**src/rtl/core/cld_pkg.sv**
```systemverilog
// ----------------------------------------------------------------------------
// cld_pkg - console line discipline shared types and constants
// Character codes, pointer widths and the item and result word layouts.
// ----------------------------------------------------------------------------
package cld_pkg;

  localparam int unsigned BufDepth = 128;
  localparam int unsigned IdxW     = $clog2(BufDepth);
  localparam int unsigned PosW     = IdxW + 1;
  localparam int unsigned QDepth   = 2;

  localparam logic [7:0] ChDel  = 8'h7f;
  localparam logic [7:0] ChCr   = 8'h0d;
  localparam logic [7:0] ChLf   = 8'h0a;
  localparam logic [7:0] CtrlD  = 8'h04;
  localparam logic [7:0] CtrlU  = 8'h15;
  localparam logic [7:0] CtrlH  = 8'h08;
  localparam logic [7:0] CtrlP  = 8'h10;
  localparam logic [7:0] ChNul  = 8'h00;

  localparam logic RegEcho  = 1'b0;
  localparam logic RegCanon = 1'b1;

  // operation classes decided by the front end
  typedef enum logic [2:0] {
    OpNone, OpDump, OpKill, OpErase, OpStore, OpRead
  } op_e;

  typedef struct packed {
    logic       mode;
    logic [7:0] char_in;
    logic       first_of_read;
  } item_t;

  typedef struct packed {
    logic       echo_valid;
    logic [7:0] echo_char;
    logic [7:0] erase_count;
    logic       dump_request;
    logic       dropped;
    logic       line_ready;
    logic       read_valid;
    logic [7:0] read_char;
    logic       read_done;
    logic       read_eof;
    logic       read_empty;
  } result_t;

  // classified word passed through the queue
  typedef struct packed {
    op_e        op;
    logic [7:0] ch;
    logic       first;
    logic       echo;
    logic       canon;
  } cmd_t;

endpackage

```
**src/rtl/core/cld_ram.sv**
```systemverilog
// ----------------------------------------------------------------------------
// cld_ram - generic single port ram
// One write or one read per cycle, registered read data.
// ----------------------------------------------------------------------------
module cld_ram #(
  parameter int unsigned Width = 8,
  parameter int unsigned Depth = 128
) (
  input  logic                     clk_i,
  input  logic                     we_i,
  input  logic [$clog2(Depth)-1:0] addr_i,
  input  logic [Width-1:0]         wdata_i,
  output logic [Width-1:0]         rdata_o
);

  logic [Width-1:0] mem_q [Depth];

  // write or registered read
  always_ff @(posedge clk_i) begin
    if (we_i) begin
      mem_q[addr_i] <= wdata_i;
    end
    rdata_o <= mem_q[addr_i];
  end

endmodule

```
**src/rtl/core/cld_front.sv**
```systemverilog
// ----------------------------------------------------------------------------
// cld_front - command intake and classification
// Holds the mode registers, classifies each word and queues it.
// ----------------------------------------------------------------------------
module cld_front import cld_pkg::*; (
  input  logic  clk_i,
  input  logic  rst_ni,
  input  logic  start,
  output logic  busy,
  input  item_t item_i,
  input  logic  cfg_we_i,
  input  logic  cfg_idx_i,
  input  logic  cfg_data_i,
  output logic  cmd_valid_o,
  output cmd_t  cmd_o,
  input  logic  cmd_pop_i
);

  logic echo_q, canon_q;
  cmd_t q_q [QDepth];
  logic [$clog2(QDepth):0] cnt_q, cnt_d;
  logic [$clog2(QDepth)-1:0] rd_q, wr_q;
  cmd_t cls;
  logic push;
  logic [7:0] c;

  // configuration registers
  always_ff @(posedge clk_i or negedge rst_ni) begin
    if (!rst_ni) begin
      echo_q  <= 1'b1;
      canon_q <= 1'b1;
    end else if (cfg_we_i) begin
      if (cfg_idx_i == RegEcho) echo_q <= cfg_data_i;
      else canon_q <= cfg_data_i;
    end
  end

  // classify the incoming word
  always_comb begin
    c = (item_i.char_in == ChCr && canon_q) ? ChLf : item_i.char_in;
    cls.ch    = c;
    cls.first = item_i.first_of_read;
    cls.echo  = echo_q;
    cls.canon = canon_q;
    if (item_i.mode) cls.op = OpRead;
    else if (c == ChNul) cls.op = OpNone;
    else if (!canon_q) cls.op = OpStore;
    else if (c == CtrlP) cls.op = OpDump;
    else if (c == CtrlU) cls.op = OpKill;
    else if (c == CtrlH || c == ChDel) cls.op = OpErase;
    else cls.op = OpStore;
  end

  assign busy        = (cnt_q == QDepth[$clog2(QDepth):0]);
  assign push        = start && !busy;
  assign cmd_valid_o = (cnt_q != '0);
  assign cmd_o       = q_q[rd_q];

  always_comb begin
    cnt_d = cnt_q;
    if (push && !cmd_pop_i) cnt_d = cnt_q + 1'b1;
    else if (!push && cmd_pop_i) cnt_d = cnt_q - 1'b1;
  end

  // queue pointers, wrapping over a power of two depth
  always_ff @(posedge clk_i or negedge rst_ni) begin
    if (!rst_ni) begin
      cnt_q <= '0;
      rd_q  <= '0;
      wr_q  <= '0;
    end else begin
      cnt_q <= cnt_d;
      if (push) wr_q <= wr_q + 1'b1;
      if (cmd_pop_i) rd_q <= rd_q + 1'b1;
    end
  end

  // queue storage
  always_ff @(posedge clk_i) begin
    if (push) q_q[wr_q] <= cls;
  end

endmodule

```
**src/rtl/core/cld_back.sv**
```systemverilog
// ----------------------------------------------------------------------------
// cld_back - ring buffer executor
// Carries out stores, erasures, kills and reads against the line store.
// ----------------------------------------------------------------------------
module cld_back import cld_pkg::*; (
  input  logic    clk_i,
  input  logic    rst_ni,
  input  logic    cmd_valid_i,
  input  cmd_t    cmd_i,
  output logic    cmd_pop_o,
  output logic    res_valid_o,
  output result_t res_o
);

  localparam logic [1:0] StIdle = 2'd0;
  localparam logic [1:0] StKill = 2'd1;
  localparam logic [1:0] StRead = 2'd2;

  logic [1:0]    st_q, st_d;
  logic [PosW-1:0] rp_q, rp_d, cp_q, cp_d, ep_q, ep_d;
  logic [7:0]    cnt_q, cnt_d;
  result_t       res_d;
  logic          rv_d;
  logic          we;
  logic [IdxW-1:0] addr;
  logic [7:0]    rdata;
  logic [PosW-1:0] fill, ep_n;

  cld_ram #(.Width(8), .Depth(BufDepth)) u_ram (
    .clk_i  (clk_i),
    .we_i   (we),
    .addr_i (addr),
    .wdata_i(cmd_i.ch),
    .rdata_o(rdata)
  );

  assign fill = ep_q - rp_q;
  assign ep_n = ep_q + 1'b1;

  // sequencer: one step per cycle, kill walks back one byte a step
  always_comb begin
    st_d = st_q; rp_d = rp_q; cp_d = cp_q; ep_d = ep_q; cnt_d = cnt_q;
    res_d = '0; rv_d = 1'b0; we = 1'b0; cmd_pop_o = 1'b0;
    addr = ep_q[IdxW-1:0];
    case (st_q)
      StIdle: begin
        if (cmd_valid_i) begin
          case (cmd_i.op)
            OpRead: begin
              if (rp_q == cp_q) begin
                res_d.read_empty = 1'b1; rv_d = 1'b1; cmd_pop_o = 1'b1;
              end else begin
                addr = rp_q[IdxW-1:0];
                st_d = StRead;
              end
            end
            OpKill: begin
              cnt_d = '0;
              if (ep_q == cp_q) begin
                rv_d = 1'b1; cmd_pop_o = 1'b1;
              end else begin
                addr = IdxW'(ep_q - 1'b1);
                st_d = StKill;
              end
            end
            OpErase: begin
              if (ep_q != cp_q) begin
                ep_d = ep_q - 1'b1;
                res_d.erase_count = {7'd0, cmd_i.echo};
              end
              rv_d = 1'b1; cmd_pop_o = 1'b1;
            end
            OpDump: begin
              res_d.dump_request = 1'b1; rv_d = 1'b1; cmd_pop_o = 1'b1;
            end
            OpStore: begin
              if (fill >= PosW'(BufDepth)) begin
                res_d.dropped = 1'b1;
              end else begin
                we = 1'b1;
                ep_d = ep_n;
                if (cmd_i.echo && cmd_i.ch != CtrlD) begin
                  res_d.echo_valid = 1'b1;
                  res_d.echo_char  = cmd_i.ch;
                end
                if (!cmd_i.canon || cmd_i.ch == ChLf || cmd_i.ch == CtrlD ||
                    (ep_n - rp_q) == PosW'(BufDepth)) begin
                  cp_d = ep_n;
                  res_d.line_ready = 1'b1;
                end
              end
              rv_d = 1'b1; cmd_pop_o = 1'b1;
            end
            default: begin
              rv_d = 1'b1; cmd_pop_o = 1'b1;
            end
          endcase
        end
      end
      StKill: begin
        // rdata holds the byte just before edit position
        if (rdata == ChLf) begin
          res_d.erase_count = cmd_i.echo ? cnt_q : 8'd0;
          rv_d = 1'b1; cmd_pop_o = 1'b1; st_d = StIdle;
        end else begin
          ep_d  = ep_q - 1'b1;
          cnt_d = cnt_q + 1'b1;
          if (ep_d == cp_q) begin
            res_d.erase_count = cmd_i.echo ? cnt_d : 8'd0;
            rv_d = 1'b1; cmd_pop_o = 1'b1; st_d = StIdle;
          end else begin
            addr = IdxW'(ep_d - 1'b1);
          end
        end
      end
      StRead: begin
        if (rdata == CtrlD && cmd_i.canon) begin
          if (cmd_i.first) rp_d = rp_q + 1'b1;
          res_d.read_done = 1'b1;
          res_d.read_eof  = 1'b1;
        end else begin
          rp_d = rp_q + 1'b1;
          res_d.read_valid = 1'b1;
          res_d.read_char  = rdata;
          res_d.read_done  = (rdata == ChLf) || !cmd_i.canon;
        end
        rv_d = 1'b1; cmd_pop_o = 1'b1; st_d = StIdle;
      end
      default: st_d = StIdle;
    endcase
  end

  // state and result registers
  always_ff @(posedge clk_i or negedge rst_ni) begin
    if (!rst_ni) begin
      st_q <= StIdle; rp_q <= '0; cp_q <= '0; ep_q <= '0; cnt_q <= '0;
      res_valid_o <= 1'b0;
    end else begin
      st_q <= st_d; rp_q <= rp_d; cp_q <= cp_d; ep_q <= ep_d; cnt_q <= cnt_d;
      res_valid_o <= rv_d;
    end
  end

  always_ff @(posedge clk_i) begin
    res_o <= res_d;
  end

endmodule

```
**src/rtl/core/console_line_discipline.sv**
```systemverilog
// ----------------------------------------------------------------------------
// console_line_discipline - terminal input line editor
// Canonical or raw line editing over a ring buffer with echo reporting.
// ----------------------------------------------------------------------------
// Usage: drive item_i and raise start; the word is taken at an edge where
// start is high and busy is low. mode 0 delivers a received character,
// mode 1 asks for one byte from committed data. Each word gives exactly one
// result on result_o, flagged by done_o for a single cycle; the receiver
// cannot hold results off.
// Path: stores, erasures and dump requests pass the queue, the executor
// and the result register; reads add one line store read. Ctrl-U walks
// back one byte per cycle until it meets a newline or the commit point.
// Throughput: one word every cycle for stores and erasures while the
// executor is idle; a read or a Ctrl-U holds the executor. A two entry
// queue between intake and executor absorbs the difference; busy is high
// while it is full. Config: cfg_we_i writes register cfg_idx_i (0 echo,
// 1 canonical); the user must write only while idle, the block does not
// enforce it. Reset empties the buffer and sets echo and canonical mode.
// ----------------------------------------------------------------------------
module console_line_discipline import cld_pkg::*; (
  input  logic    clk_i,
  input  logic    rst_ni,
  input  logic    start,
  output logic    busy,
  input  item_t   item_i,
  input  logic    cfg_we_i,
  input  logic    cfg_idx_i,
  input  logic    cfg_data_i,
  output logic    done_o,
  output result_t result_o
);

  logic cmd_valid, cmd_pop;
  cmd_t cmd;

  cld_front u_front (
    .clk_i, .rst_ni, .start, .busy, .item_i, .cfg_we_i, .cfg_idx_i, .cfg_data_i,
    .cmd_valid_o(cmd_valid), .cmd_o(cmd), .cmd_pop_i(cmd_pop)
  );

  cld_back u_back (
    .clk_i, .rst_ni,
    .cmd_valid_i(cmd_valid), .cmd_i(cmd), .cmd_pop_o(cmd_pop),
    .res_valid_o(done_o), .res_o(result_o)
  );

endmodule
```
**config.mk**
```make
export PLATFORM = sky130hd
export DESIGN_NAME = console_line_discipline
export DESIGN_NICKNAME = d
export VERILOG_FILES = /design/src/rtl/core/cld_pkg.sv /design/src/rtl/core/cld_ram.sv /design/src/rtl/core/cld_front.sv /design/src/rtl/core/cld_back.sv /design/src/rtl/core/console_line_discipline.sv
export SDC_FILE = /design/constraint.sdc
export NUM_CORES = 1
export LEC_CHECK = 0
export ABC_AREA = 0
export BUFFER_PORTS_ARGS = -buffer_cell sky130_fd_sc_hd__buf_2
export CAP_MARGIN = 20
export CELL_PAD_IN_SITES_DETAIL_PLACEMENT = 0
export CELL_PAD_IN_SITES_GLOBAL_PLACEMENT = 2
export CORE_UTILIZATION = 42
export DETAILED_ROUTE_END_ITERATION = 7
export PLACE_DENSITY_LB_ADDON = 0.1
export SLEW_MARGIN = 10
export SYNTH_ARGS = -nofsm -noshare
export SYNTH_HDL_FRONTEND = slang
export SYNTH_HIERARCHICAL = 1
export SYNTH_SLANG_ARGS = --single-unit
```
**constraint.sdc**
```tcl
create_clock -name clk_i -period 5.3 [get_ports clk_i]
set_clock_uncertainty 0.1 [all_clocks]
set_input_delay 0.265 -clock clk_i [delete_from_list [all_inputs] [get_ports clk_i]]
set_output_delay 0.265 -clock clk_i [all_outputs]
set_load 0.1 [all_outputs]
```
# Yosys cells after proc, flatten, opt, wreduce, memory -nomap -nowiden
# Memory sizes are Yosys's and may differ from the RTL's. A register that Yosys moved wholly into a read port is not among the register bits.
# Index checks and enable logic that the tools add are counted.
# word_totals
reg_bits	73
latchBits	0
ram_bits	1052
rom_bits	0
input_bits	16
elab_cells	177
memories	2
# memory_table
memory	depth	width	rd	rd_clocked_by_memory_dff	wr	line	text
u_back.u_ram.mem_q	128	8	1	1	1	cld_ram.sv:16	logic [Width-1:0] mem_q [Depth];
u_front.q_q	2	14	1	0	1	cld_front.sv:20	cmd_t q_q [QDepth];
# classes
n_addsub	11
mul	0
div_mod_pow	0
order_cmp	1
eq_ne	34
shifts	0
n_mux	67
bitwise_logic	7
reduce_logical	33
# ops
cell	count
$mux 8	14
$pmux 8 s2	4
$mux 7	5
$eq 8x4->1 const B	4
$pmux 7 s2	2
$add 8x1->8 const B	3
$eq 8x8->1	3
$mux 1	21
$mux 3	6
$mux 9	2
$eq 8x3->1 const B	2
$eq 8x5->1 const B	2
$mux 2	8
$sub 8x8->8	2
$ne 3x3->1 const B	5
$mux 11	1
$reduce_and 5->1	2
$eq 8x7->1 const B	1
$eq 8x8->1 const B	1
$ge 8x8->1 const B	1
$logic_not 8->1	1
$ne 2x2->1 const B	4
$ne 8x3->1 const B	1
$ne 8x8->1	1
other kinds (28)	57

# Longest topological paths before layout
# depth
word_depth	11
depth_mapped	23

# Hierarchy
# The synthesis kept the hierarchy.
# by_module_without_submodules
mod	instances	cells_each	area_each_um2	seq_area_each_um2
cld_ram	1	2475	40433.8	30909.6
cld_back	1	455	4170.2	1516.5
cld_front	1	99	1488.9	993.5

# Least setup slack after synthesis
# No wires, ideal clock.
# synth_path
path_kind	register to register
from	register u_back.ep_q[2]
to	memory u_back.u_ram.mem_q[72][0] (enable)
setup_time_ns	0.395
arrival_time_ns	4.852
required_ns	4.805
path_slack_ns	-0.047
path_stages_with_launch	18
path_cell_list	dfrtp_1 -> buf_2 -> inv_1 -> ha_1 -> or4b_1 -> buf_2 -> or3_1 -> a2111o_1 -> a2111oi_4 -> or2_1 -> buf_6 -> a21o_1 -> a221o_1 -> clkbuf_1 -> nor2b_1 -> clkbuf_1 -> nand3_1 -> nor4_1
# synth_lines
element	line	text
start, declared	cld_back.sv:20	logic [PosW-1:0] rp_q, rp_d, cp_q, cp_d, ep_q, ep_d;
start signal, assigned	cld_back.sv:139	st_q <= st_d; rp_q <= rp_d; cp_q <= cp_d; ep_q <= ep_d; cnt_q <= cnt_d;
$sub 8x1->8 or $eq 8x8->1 (tied branches)	cld_back.sv:62, cld_back.sv:59	
$sub 7x1->7, or another cell as far along	cld_back.sv:112	addr = IdxW'(ep_d - 1'b1);
$mux 7 or $pmux 7 s2 (tied branches)	cld_back.sv:108, cld_back.sv:48	
$mux 7 (on tied branches)	cld_back.sv:102, cld_back.sv:47	
$pmux 7 s2 *	cld_back.sv:45	case (st_q)
named net u_back.addr[6]	cld_back.sv:25	logic [IdxW-1:0] addr;
end, declared	cld_ram.sv:16	
# The timed path passes the listed nets; every way through them passes the cells marked *.

# Worst setup path in the final report
# layout_path
from	register u_back.ep_q[2]
to	register u_back.u_ram.rdata_o[5] (read register of u_back.u_ram.mem_q)
# layout_via
elab_chain_cells	5
# layout_rtl
element	line	text
$sub 8x1->8 or $eq 8x8->1 (tied branches)	cld_back.sv:62, cld_back.sv:59	
$sub 7x1->7, or another cell as far along	cld_back.sv:112	
$mux 7 or $pmux 7 s2 (tied branches)	cld_back.sv:108, cld_back.sv:48	
$mux 7 (on tied branches)	cld_back.sv:102, cld_back.sv:47	
$pmux 7 s2 *	cld_back.sv:45	
named net u_back.addr[2]	cld_back.sv:25	
end, declared	cld_ram.sv:13	output logic [Width-1:0] rdata_o
# Marked as above.
# A chain may end at the register's enable or synchronous reset.

==> results.toml <==
[run_status]
status = "finished clean"

[routing]
ant_nets = 0
drt_wl_total_um = 154000
avgRoutedWirePerCell_um = 30.9
dr.pass1.iters = 5
drtIter0Drc = 3638
avgViaCountPerCell = 6.07
vias = 30300
route.detailed.drc = 0

[worst_setup_path]
worst-path-buf-inv = 8
critPathKind = "reg -> reg"
crit_family = "simple AND/OR/NAND/NOR gates"
critPathCaptureType = "flop"
max_stage_delay_ns = 0.46
reg2regPathDepth = 21
crit_chain = "inv_2 -> ha_2 -> or4b_4 -> or3_1 -> a2111o_1 -> a2111oi_4 -> buf_4 -> buf_4 -> o32ai_4 -> buf_12 -> buf_4 -> buf_4 -> and2_4 -> buf_12 -> buf_4 -> a221oi_1 -> nor2_1 -> o21ai_0 -> nand4_1 -> nor3_1 -> nand4_1"
crit_path_end = "u_back/u_ram/rdata_o[5]$_DFF_P_"
crit_start = "u_back/ep_q[2]$_DFFE_PN0P_"
r2r-end = "u_back/u_ram/rdata_o[5]$_DFF_P_"
crit_top_cell = "buf_4"
worst_path_max_delay_cell = "or4b_4"
cp_data_required_time_ns = 5.77
reg2reg_slack_ns = 0.0003
r2r_start = "u_back/ep_q[2]$_DFFE_PN0P_"
crit_cells = 21
setup.worst_path.start_class = "flop"
cp_data_arrival_time_ns = 5.77
cp_max_fo = 13

[global_route]
grt_max_degree = 89
grt_use_total = 0.273
grt_pass1_wl_um = 219000
antenna_found_initial = 1
grt_pass1_vias = 29800
gr-total-overflow = 0

[job]
cap_violations = 0

[die]
die_y_um = 333
core_um2 = 109000
die_area_um2 = 111000
start_util = 0.423
rows = 121
pin_count = 50
die_w_um = 333

[logic_synthesis]
synth_cell_types = 97
synth_top_area_share = 0.685
syn_nets = 3068
synth_flop_cell = "edfxtp_1"
synth_area_leaders = "edfxtp_1 (69%), a221oi_1 (4.2%), nor2_1 (2.2%), dfrtp_1 (2.1%), mux2_2 (2.1%)"
synth_edf_count = 1052
synth_area_um2 = 46100
ys_ff_latch = 1133
yosysWarnings = 6
ys_seq_area_frac = 0.725
synth.largest_area_cell = "edfxtp_1"
syn_avg_cell_area_um2 = 15.2
synthCells = 3029
ys_async_sr_fraction = 0.0362

[layout]
syn2layout_area_growth_pct = 21.5
layout_commonest_cell = "edfxtp_1"
final_cell_mix = "edfxtp_1 (1052), buf_4 (420), nor2_1 (243), a221oi_1 (209), nand2_1 (144)"
final_nets = 3518
nFillCells = 8951
drive_gt1_frac = 0.258
n_antenna_cell = 0

[sta]
fin_tns_setup_ns = 0
final_hold_viol_count = 0
fin_crit_ns = 5.30
whs_ns = 0.183
report.final.slew_viol_count = 0
fmax_ghz = 0.189
setup_viol = 0
tightest_slew_ns = 1.13
grt_setup_unrepaired = "true"
slew_headroom = 0.246
fin_crit_sh = 1.00

[clocking]
cts_buffer_depth = 3
numCtsBuffers = 119
cts-root-buf = "clkbuf_16"
clkLatencyLatePin_ns = 0.72
ctsHtreeMaxLevel = 3
cts_sinks = 1133
clk_pin_slew_ns = 0.06
cts_tree = "yes"

[placed_design]
io_buffers = 49
place.gp.congestion = 0.912
dp_hpwl_um = 100000

[hold_path]
hold_path_class = "in -> reg"
[what timing repair did]
action | CTS | global route
setup buffers | 3 | 19
pin swaps | 3 | 18
gates cloned | 0 | 6
resized for setup | 23 | 95
endpoints found under the setup margin | 101 | 256
hold buffers | 17 | 1
hold endpoints to repair | 66 | 7
[kinds of logic (layout without fill, tap and decap cells)]
family	count (synthesis)	after routing	share of synthesized area
compound gates	779	779	0.125
xor+xnor	67	67	0.0130
flops	1133	1133	0.725
fa+ha+maj	23	23	0.00624
buf+inv	242	792	0.0266
simple gates	620	621	0.0629
mux	165	165	0.0413
[sequential cells by signal (all words and copies together), names as in the netlist, 2 cells and up]
signal,cells
u_back/cnt_q,8
u_back/cp_q,8
u_back/ep_q,8
u_back/res_o,32
u_back/rp_q,8
u_back/st_q,2
u_back/u_ram/mem_q,1024
u_back/u_ram/rdata_o,8
u_front/cnt_q,2
u_front/q_q,28
[area by class of cell]
| class | count | area (µm²) | area share |
|---|---|---|---|
| sequential | 1133 | 33400 | 0.597 |
| clock inverter | 75 | 805 | 0.0144 |
| multi-input combinational | 1655 | 12000 | 0.214 |
| inverter | 24 | 92.6 | 0.00165 |
| clock buffer | 147 | 3160 | 0.0564 |
| timing repair buffer | 546 | 4770 | 0.0852 |
| tap | 1414 | 1770 | 0.0316 |
[metrics by stage]
stage / util / setup WS [ns] / cell area, µm² / std cells
6_report: 0.514 / 0.000324 / 56000 / 4994
3_3_place_gp: 0.469 / -0.327 / 51000 / 4725
4_1_cts: 0.508 / -0.0269 / 55300 / 4968
2_1_floorplan: - / -0.0470 / 46100 / 3029
5_1_grt: 0.514 / -0.166 / 56000 / 4994
3_5_place_dp: 0.469 / -0.333 / 51000 / 4726
[worst register-to-register path, cell delays in order (launching register included)]
cell and delay [ns]:
dfrtp_1 0.40, inv_2 0.08, ha_2 0.18, or4b_4 0.46, or3_1 0.32, a2111o_1 0.41
a2111oi_4 0.43, buf_4 0.17, buf_4 0.11, o32ai_4 0.10, buf_12 0.18, buf_4 0.15
buf_4 0.13, and2_4 0.21, buf_12 0.17, buf_4 0.17, a221oi_1 0.43, nor2_1 0.07
o21ai_0 0.16, nand4_1 0.36, nor3_1 0.25, nand4_1 0.11
[layer usage]
metal	vias to the layer above	track usage	routed length [µm]	part of all wire
met1	15800	0.397	67200	0.44
met4	0	0.0678	3770	0.024
met5	-	0	0	0
met3	221	0.0382	11900	0.077
li1	13000	-	-	-
met2	1295	0.430	71300	0.46
[how the worst min path moves through the flow]
stage / start / end / slack, ns / depth (start not counted)
2_1_floorplan: rst_ni / u_back/cnt_q[0]$_DFFE_PN0P_ / -0.13 / 0
3_3_place_gp: item_i[0] / u_front/q_q[0][2]$_DFFE_PP_ / 0.37 / 1
3_5_place_dp: item_i[0] / u_front/q_q[1][2]$_DFFE_PP_ / 0.38 / 1
4_1_cts: item_i[0] / u_front/q_q[0][2]$_DFFE_PP_ / 0.15 / 2
5_1_grt: item_i[0] / u_front/q_q[1][2]$_DFFE_PP_ / 0.18 / 2
6_report: item_i[0] / u_front/q_q[1][2]$_DFFE_PP_ / 0.18 / 2
[cell usage after synthesis (all sizes together), types with 23 or more instances]
| library cell | number |
|---|---|
| a22o | 44 |
| dfrtp | 39 |
| nor3 | 25 |
| o21ai | 108 |
| edfxtp | 1052 |
| inv | 24 |
| o22ai | 24 |
| a21oi | 143 |
| a221oi | 226 |
| xnor2 | 34 |
| clkbuf | 88 |
| mux2 | 89 |
| and2 | 25 |
| a22oi | 76 |
| xor2 | 32 |
| a221o | 23 |
| nor2 | 276 |
| buf | 130 |
| nand2 | 145 |
| nand3 | 29 |
| dfxtp | 40 |
| mux2i | 65 |
| nor2b | 23 |
| ha | 23 |
Power is left out: the tool's default activity adds up to more than one toggle a clock period on the data nets, which glitch-free logic cannot reach.
